--- src/hw/rtl/itp_pkg.sv ---
`default_nettype none
// ---------------------------------------------------------------------------
// itp_pkg
// Shared types and constants of the infix to postfix reorder unit: token and
// result formats, stack entry layout, token and result codes.
// ---------------------------------------------------------------------------
package itp_pkg;

	// operator stack geometry
	localparam int STACK_DEPTH = 16;
	localparam int STK_AW      = (STACK_DEPTH > 1) ? $clog2(STACK_DEPTH) : 1;
	localparam int STK_CW      = $clog2(STACK_DEPTH + 1);

	// input token kinds
	localparam logic [2:0] KIND_VALUE = 3'd0;
	localparam logic [2:0] KIND_OPER  = 3'd1;
	localparam logic [2:0] KIND_OPEN  = 3'd2;
	localparam logic [2:0] KIND_CLOSE = 3'd3;
	localparam logic [2:0] KIND_END   = 3'd4;

	// result kinds
	localparam logic [1:0] OK_VALUE = 2'd0;
	localparam logic [1:0] OK_OPER  = 2'd1;
	localparam logic [1:0] OK_NONE  = 2'd2;

	// error codes
	localparam logic [1:0] ERR_NONE     = 2'd0;
	localparam logic [1:0] ERR_PAREN    = 2'd1;
	localparam logic [1:0] ERR_OVERFLOW = 2'd2;

	// input token
	typedef struct packed {
		logic [2:0]  kind;
		logic [31:0] payload;
		logic [3:0]  rank;
		logic        right_assoc;
	} tok_t;

	// output result
	typedef struct packed {
		logic [1:0]  out_kind;
		logic [31:0] out_payload;
		logic        last;
		logic [1:0]  error;
	} res_t;

	// one operator stack entry, 38 bits
	typedef struct packed {
		logic        paren;
		logic        right_assoc;
		logic [3:0]  rank;
		logic [31:0] payload;
	} stk_entry_t;

	// stack memory write and read request
	typedef struct packed {
		logic              we;
		logic [STK_AW-1:0] waddr;
		stk_entry_t        wdata;
		logic [STK_AW-1:0] raddr;
	} ram_req_t;

	// result handed to the output register
	typedef struct packed {
		logic valid;
		res_t res;
	} emit_t;

	// sequencer states
	typedef enum logic {
		ST_IDLE,
		ST_RUN
	} st_t;

endpackage
`default_nettype wire

--- src/hw/rtl/itp_stack_ram.sv ---
`default_nettype none
// ---------------------------------------------------------------------------
// itp_stack_ram
// Operator stack storage: one write port, one registered read port, with
// write data forwarded when both ports hit the same entry.
// ---------------------------------------------------------------------------
module itp_stack_ram (
	input  wire logic               clk,
	input  wire itp_pkg::ram_req_t  req,
	output itp_pkg::stk_entry_t     rdata
);
	import itp_pkg::*;

	stk_entry_t mem [STACK_DEPTH];
	stk_entry_t rdata_q;

	// write port
	always_ff @(posedge clk) begin
		if (req.we) begin
			mem[req.waddr] <= req.wdata;
		end
	end

	// read port, forward a same-cycle write
	always_ff @(posedge clk) begin
		if (req.we && (req.waddr == req.raddr)) begin
			rdata_q <= req.wdata;
		end else begin
			rdata_q <= mem[req.raddr];
		end
	end

	assign rdata = rdata_q;

endmodule
`default_nettype wire

--- src/hw/rtl/itp_out_reg.sv ---
`default_nettype none
// ---------------------------------------------------------------------------
// itp_out_reg
// Result output register: holds one result until the receiver takes it and
// tells the sequencer when a new result can be loaded.
// ---------------------------------------------------------------------------
module itp_out_reg (
	input  wire logic           clk,
	input  wire logic           arst_n,
	input  wire itp_pkg::emit_t emit,
	output logic                free,
	output logic                res_valid,
	input  wire logic           res_ready,
	output itp_pkg::res_t       res
);
	import itp_pkg::*;

	logic valid_q;
	res_t data_q;

	// slot is usable when empty or drained this cycle
	assign free = !valid_q || res_ready;

	// valid flag
	always_ff @(posedge clk or negedge arst_n) begin
		if (!arst_n) begin
			valid_q <= 1'b0;
		end else if (emit.valid) begin
			valid_q <= 1'b1;
		end else if (res_ready) begin
			valid_q <= 1'b0;
		end
	end

	// result data
	always_ff @(posedge clk) begin
		if (emit.valid) begin
			data_q <= emit.res;
		end
	end

	assign res_valid = valid_q;
	assign res       = data_q;

endmodule
`default_nettype wire

--- src/hw/rtl/itp_ctrl.sv ---
`default_nettype none
// ---------------------------------------------------------------------------
// itp_ctrl
// Token sequencer: takes one request, then pops one stack entry per cycle
// unless a result stalls, holds each operator that an operator or close
// pops until it is known whether it is the last result, and pushes or flushes as required.
// ---------------------------------------------------------------------------
module itp_ctrl (
	input  wire logic                clk,
	input  wire logic                arst_n,
	input  wire logic                tok_valid,
	input  wire itp_pkg::tok_t       tok,
	output logic                     tok_ready,
	input  wire itp_pkg::stk_entry_t top,
	output itp_pkg::ram_req_t        ram_req,
	input  wire logic                out_free,
	output itp_pkg::emit_t           emit
);
	import itp_pkg::*;

	st_t               st_q, st_d;
	tok_t              tok_q, tok_d;
	logic [STK_CW-1:0] cnt_q, cnt_d;
	logic [STK_CW-1:0] par_q, par_d;
	logic              pend_v_q, pend_v_d;
	logic [31:0]       pend_q, pend_d;

	logic              full;
	logic              pop_op;
	logic              stall;
	logic [STK_CW-1:0] cnt_m1;
	logic [STK_CW-1:0] rd_ptr;
	stk_entry_t        push_ent;

	assign full   = (cnt_q == STK_CW'(STACK_DEPTH));
	assign cnt_m1 = cnt_q - STK_CW'(1);

	// operator pops a non-paren top of higher rank, or equal rank if left assoc
	assign pop_op = (cnt_q != '0) && !top.paren &&
		((top.rank > tok_q.rank) || ((top.rank == tok_q.rank) && !tok_q.right_assoc));

	// entry pushed for an operator or an open paren
	always_comb begin
		push_ent.payload = tok_q.payload;
		if (tok_q.kind == KIND_OPEN) begin
			push_ent.paren       = 1'b1;
			push_ent.right_assoc = 1'b0;
			push_ent.rank        = '0;
		end else begin
			push_ent.paren       = 1'b0;
			push_ent.right_assoc = tok_q.right_assoc;
			push_ent.rank        = tok_q.rank;
		end
	end

	// next state, stack updates and results
	always_comb begin
		st_d          = st_q;
		tok_d         = tok_q;
		cnt_d         = cnt_q;
		par_d         = par_q;
		pend_v_d      = pend_v_q;
		pend_d        = pend_q;
		emit          = '0;
		ram_req.we    = 1'b0;
		ram_req.waddr = cnt_q[STK_AW-1:0];
		ram_req.wdata = push_ent;
		tok_ready     = 1'b0;

		case (st_q)
			ST_IDLE: begin
				tok_ready = 1'b1;
				if (tok_valid) begin
					tok_d    = tok;
					pend_v_d = 1'b0;
					st_d     = ST_RUN;
				end
			end
			ST_RUN: begin
				case (tok_q.kind)
					KIND_VALUE: begin
						emit.valid = 1'b1;
						emit.res   = '{OK_VALUE, tok_q.payload, 1'b1, ERR_NONE};
						st_d       = ST_IDLE;
					end
					KIND_OPER: begin
						// release the held operator, last when popping stops
						if (pend_v_q) begin
							emit.valid = 1'b1;
							emit.res   = '{OK_OPER, pend_q, !pop_op, ERR_NONE};
						end
						if (pop_op) begin
							pend_d   = top.payload;
							pend_v_d = 1'b1;
							cnt_d    = cnt_m1;
						end else if (full) begin
							emit.valid = 1'b1;
							emit.res   = '{OK_NONE, 32'd0, 1'b1, ERR_OVERFLOW};
							cnt_d      = '0;
							par_d      = '0;
							st_d       = ST_IDLE;
						end else begin
							ram_req.we = 1'b1;
							cnt_d      = cnt_q + STK_CW'(1);
							st_d       = ST_IDLE;
						end
					end
					KIND_OPEN: begin
						if (full) begin
							emit.valid = 1'b1;
							emit.res   = '{OK_NONE, 32'd0, 1'b1, ERR_OVERFLOW};
							cnt_d      = '0;
							par_d      = '0;
						end else begin
							ram_req.we = 1'b1;
							cnt_d      = cnt_q + STK_CW'(1);
							par_d      = par_q + STK_CW'(1);
						end
						st_d = ST_IDLE;
					end
					KIND_CLOSE: begin
						if (par_q == '0) begin
							// no matching open paren on the stack
							emit.valid = 1'b1;
							emit.res   = '{OK_NONE, 32'd0, 1'b1, ERR_PAREN};
							cnt_d      = '0;
							st_d       = ST_IDLE;
						end else begin
							if (pend_v_q) begin
								emit.valid = 1'b1;
								emit.res   = '{OK_OPER, pend_q, top.paren, ERR_NONE};
							end
							cnt_d = cnt_m1;
							if (top.paren) begin
								// drop the matching open paren
								par_d = par_q - STK_CW'(1);
								st_d  = ST_IDLE;
							end else begin
								pend_d   = top.payload;
								pend_v_d = 1'b1;
							end
						end
					end
					KIND_END: begin
						emit.valid = 1'b1;
						if (par_q != '0) begin
							emit.res = '{OK_NONE, 32'd0, 1'b1, ERR_PAREN};
							cnt_d    = '0;
							par_d    = '0;
							st_d     = ST_IDLE;
						end else if (cnt_q == '0) begin
							emit.res = '{OK_NONE, 32'd0, 1'b1, ERR_NONE};
							st_d     = ST_IDLE;
						end else begin
							// flush, last on the bottom entry
							emit.res = '{OK_OPER, top.payload, cnt_m1 == '0, ERR_NONE};
							cnt_d    = cnt_m1;
							if (cnt_m1 == '0) begin
								st_d = ST_IDLE;
							end
						end
					end
					default: begin
						st_d = ST_IDLE;
					end
				endcase
			end
			default: begin
				st_d = ST_IDLE;
			end
		endcase

		// hold everything while a result is due and the output register is occupied
		stall = emit.valid && !out_free;
		if (stall) begin
			st_d       = st_q;
			cnt_d      = cnt_q;
			par_d      = par_q;
			pend_v_d   = pend_v_q;
			pend_d     = pend_q;
			ram_req.we = 1'b0;
			emit.valid = 1'b0;
		end

		// keep the read port on the top of the next stack
		rd_ptr        = cnt_d - STK_CW'(1);
		ram_req.raddr = rd_ptr[STK_AW-1:0];
	end

	// control registers
	always_ff @(posedge clk or negedge arst_n) begin
		if (!arst_n) begin
			st_q     <= ST_IDLE;
			cnt_q    <= '0;
			par_q    <= '0;
			pend_v_q <= 1'b0;
		end else begin
			st_q     <= st_d;
			cnt_q    <= cnt_d;
			par_q    <= par_d;
			pend_v_q <= pend_v_d;
		end
	end

	// token and held operator
	always_ff @(posedge clk) begin
		tok_q  <= tok_d;
		pend_q <= pend_d;
	end

endmodule
`default_nettype wire

--- src/hw/rtl/infix_to_postfix_reorder_unit.sv ---
`default_nettype none
// ---------------------------------------------------------------------------
// infix_to_postfix_reorder_unit
// Infix to postfix token reorder (shunting yard) over a 16-entry operator
// stack held in a synchronous memory.
// ---------------------------------------------------------------------------
// Usage:
// - tok_valid/tok_ready/tok carry one infix token per request; res_valid/
//   res_ready/res carry postfix results, last marking the final result of
//   each token. Errors come as a single result with out_kind "no token".
// - A token is taken when the unit is idle, and the unit is idle again after
//   its work: popping stack entries (the matching open included), then any
//   push. One pop per cycle while no result stalls is set by the single
//   memory read port, whose registered output always holds the top of stack.
// - First result: a value's result goes to the output register; each operator
//   that a popping operator or close pops is first held in the held-operator
//   register until it is known whether it is the last result.
// - A new token can be taken while the previous last result waits in the
//   output register; a result due while the receiver stalls holds the unit.
// - Reset empties the stack and the output register; stack memory contents
//   need no clearing, as only written entries are ever used.
// ---------------------------------------------------------------------------
module infix_to_postfix_reorder_unit (
	input  wire logic          clk,
	input  wire logic          arst_n,
	input  wire logic          tok_valid,
	output logic               tok_ready,
	input  wire itp_pkg::tok_t tok,
	output logic               res_valid,
	input  wire logic          res_ready,
	output itp_pkg::res_t      res
);
	import itp_pkg::*;

	ram_req_t   ram_req;
	stk_entry_t top;
	emit_t      emit;
	logic       out_free;

	// operator stack memory
	itp_stack_ram u_ram (
		.clk   (clk),
		.req   (ram_req),
		.rdata (top)
	);

	// token sequencer
	itp_ctrl u_ctrl (
		.clk       (clk),
		.arst_n    (arst_n),
		.tok_valid (tok_valid),
		.tok       (tok),
		.tok_ready (tok_ready),
		.top       (top),
		.ram_req   (ram_req),
		.out_free  (out_free),
		.emit      (emit)
	);

	// result register
	itp_out_reg u_out (
		.clk       (clk),
		.arst_n    (arst_n),
		.emit      (emit),
		.free      (out_free),
		.res_valid (res_valid),
		.res_ready (res_ready),
		.res       (res)
	);

endmodule
`default_nettype wire

--- config.mk ---
export PLATFORM = sky130hd
export DESIGN_NAME = infix_to_postfix_reorder_unit
export DESIGN_NICKNAME = d
export VERILOG_FILES = /design/src/hw/rtl/itp_pkg.sv /design/src/hw/rtl/itp_stack_ram.sv /design/src/hw/rtl/itp_out_reg.sv /design/src/hw/rtl/itp_ctrl.sv /design/src/hw/rtl/infix_to_postfix_reorder_unit.sv
export SDC_FILE = /design/constraint.sdc
export NUM_CORES = 1
export LEC_CHECK = 0
export ABC_AREA = 1
export ABC_CLOCK_PERIOD_IN_PS = 7400
export BUFFER_PORTS_ARGS = -buffer_cell sky130_fd_sc_hd__buf_2
export CAP_MARGIN = 20
export CORE_MARGIN = 3
export CORE_UTILIZATION = 30
export CTS_CLUSTER_DIAMETER = 100
export DETAILED_ROUTE_END_ITERATION = 6
export PLACE_DENSITY = 0.44
export SLEW_MARGIN = 20
export SYNTH_ARGS = -nofsm -noshare
export SYNTH_HDL_FRONTEND = slang
export SYNTH_SLANG_ARGS = --single-unit
--- constraint.sdc ---
create_clock -name clk -period 7.4 [get_ports clk]
set_clock_uncertainty 0.15 [all_clocks]
set_input_delay 0.74 -clock clk [delete_from_list [all_inputs] [get_ports clk]]
set_output_delay 0.74 -clock clk [all_outputs]
set_load 0.005 [all_outputs]
==> key figures <==
CTS
  • CTS max path bufs: 3
  • Num CTS Buffers: 83
  • Clock sinks: 718
  • Post-CTS Repair Setup Buffers: 0
  • CTS tree: done
  • Clk_lat worst skew: 0.64 ns
  • Post-CTS sizing: 0
  • Clk root buf: clkbuf_16
  • H-tree Lvls: 3
  • Clock Pin Slew Worst Setup and Hold Paths: 0.06 ns
  • CTS Hold Bufs: 1

Die
  • Die W: 314 um
  • Core Rows: 112
  • Core Box Area: 93700 sq um
  • Die height: 314 um
  • Die area: 98700 sq um
  • Initial Util: 0.304
  • IO Pins: 83

Placement
  • Port buffer count: 82
  • Worst slack at placement: 1.96 ns
  • Final GP Congestion: 0.789
  • DP Wirelength: 43700 um

Timing
  • Max Clk Rate: 0.184 GHz
  • Final hold violation count: 0
  • Setup slack after layout: 1.96 ns
  • Slew @ Worst Pin: 1.09 ns
  • Final hold slack: 0.125 ns
  • Slew Viols, Final: 0
  • Final Setup Violations: 0
  • Worst slew margin: 0.276
  • Tcrit/Tclk final: 0.736
  • Final worst path period need: 5.44 ns
  • RSZ-0062 raised after global routing: no
  • Fin Setup TNS: 0 ns

Detailed routing
  • Initial DRC count: 1560
  • Routed Antenna Nets: 0
  • Vias: 17645
  • DRT Pass-1 Iters: 5
  • Vias per cell: 5.08
  • Routed WL per cell: 23.1 um
  • Routed WL: 80200 um
  • Drt drc: 0

Synth
  • Largest cells by area after synthesis: edfxtp_1 (74%), o21ai_0 (5.3%), nor2_1 (4.3%), o221ai_1 (3.4%), nand3_1 (1.6%)
  • Number of synthesized flops with an enable pin: 701
  • Avg Synthesized Cell Area: 13.7 sq um
  • Yosys reg bits: 718
  • YS warnings: 0
  • Yosys top cell by area: edfxtp_1
  • Dominant synthesized flop cell: edfxtp_1
  • Area fraction of the dominant cell type after synthesis: 0.739
  • Mapped Area: 28500 sq um
  • Ys async rst share: 0.0181
  • Sequential area share after synthesis: 0.753
  • Synth cell types: 48
  • Post-synthesis cell count: 2081
  • Syn nets: 2137

GRT
  • Initial antenna violation count: 0
  • Overall Global Routing Usage: 0.161
  • First-pass GRT wire length: 119000 um
  • Number of global-route vias before repair: 18258
  • Largest net degree at the start of global routing: 112
  • GRT overflow: 0

Critical path
  • Critical setup path kind: register to register
  • Data arrival, critical path: 5.60 ns
  • CP endpoint kind: register
  • CP startpoint kind: register
  • Required time of the worst setup path: 7.55 ns
  • Largest fanout on the critical path: 72

Finish
  • Layout cells sized above 1: 0.140
  • Total Nets Final: 2210
  • Layout Utilization: 0.352
  • Commonest non-fill, non-tap cell in the layout: edfxtp_1
  • Most frequent cells in the layout: edfxtp_1 (701), nor2_1 (314), o21ai_0 (301), nand2_1 (114), o221ai_1 (110)
  • Syn-to-layout area delta: 15.8%

Pwr
  • Peak supply drop: 0.185 mV
  • Cell area power density: 379 nW/um^2
  • Pleak: 10.7 nW
  • Tot Pwr: 12.5 mW

Worst hold path
  • Hold Path Class: primary input to register

Job
  • Max Cap Violations: 0

Outcome
  • Status: complete, no violations
area by class of cell:
class                   instances  area [sq um]
well taps                    1254          1570
clock buffers                 105          2200
inverters                      69           272
flip-flops and latches        718         21500
diodes                          1          2.50
multi-input cells            1155          6310
clock inverters                46           385
fillers                      9020         60800
repair buffers                127           788
state kept, by name (all words and copies together) (netlist names), named ones only:
name and flops:
u_ram.mem 592, u_ctrl.par_q 5, u_ctrl.ram_req 32, u_ctrl.cnt_q 5, u_ctrl.pend_q 32, u_ctrl.tok_q 8, u_out.res_valid 1, u_ctrl.st_q 1
u_ctrl.pend_v_q 1, u_out.res 37
synthesized netlist by cell type (all sizes together), types with 33 or more instances:
master,number
o22ai,35
nand2,124
o211ai,38
a21oi,40
o21ai,308
buf,36
nor2,327
inv,65
o221ai,110
nand3,96
a22oi,33
clkbuf,103
edfxtp,701
metrics by stage:
stage / instance area, sq um / cells
floorplan: 28500 / 2081
global placement: 30300 / 3319
detailed placement: 30400 / 3320
CTS: 33000 / 3472
global route: 33000 / 3474
finish: 33000 / 3475
per-layer routing:
metal	global-route usage	routed length, um	vias up
met2	0.270	39000	419
met3	0.0266	3430	118
met4	0.0474	2140	0
li1	-	-	8022
met5	0	0	-
met1	0.214	35700	9086
critical path, stage by stage (launching register included):
cell and delay, ns:
dfxtp_4 0.52, buf_4 0.69, o21ai_0 0.22, o221ai_1 0.23, o211ai_1 0.12, nand2_1 0.11
inv_1 0.05, ha_1 0.26, nand2_1 0.05, nor2_1 0.12, nor2_1 0.09, a21oi_4 0.17
nand3_2 0.13, nand3_2 0.10, nand2_4 0.07, a21oi_4 0.18, nand3_4 0.18, inv_2 0.09
nand2_1 0.22, nor2_4 0.79, buf_4 0.41
worst paths after layout:
kind / startpoint / end / slack, ns / cells past startpoint
min: tok[25] / u_ctrl.ram_req[24] / 0.13 / 1
max reg2reg: register / u_ram.mem[6][15] / 1.96 / 20
max: register / u_ram.mem[6][15] / 1.96 / 20
min reg2reg: u_out.res_valid / u_out.res_valid / 0.43 / 2
max in group asynchronous: arst_n / u_ctrl.pend_v_q / 6.44 / 2
min in group asynchronous: arst_n / u_ctrl.st_q / 0.39 / 2
cell families (layout without fill, tap and decap cells):
kind of cell               Yosys count  in the layout  share of synthesized area
AOI/OAI and AO/OA                  570            570                      0.125
xor gates and xnor gates             7              7                    0.00215
adders and majority gates           12             12                    0.00527
buffers and inverters              208            347                     0.0299
DFF                                718            718                      0.753
other                                0              1                          0
and+or+nand+nor                    566            566                     0.0844
power by group:
part | internal [mW] | switching (mW)
combinational | 0.953 | 2.49
sequential | 4.86 | 0.307
clock | 2.28 | 1.63
total | 8.09 | 4.42
No activity file was read; power rests on OpenSTA's default activity.
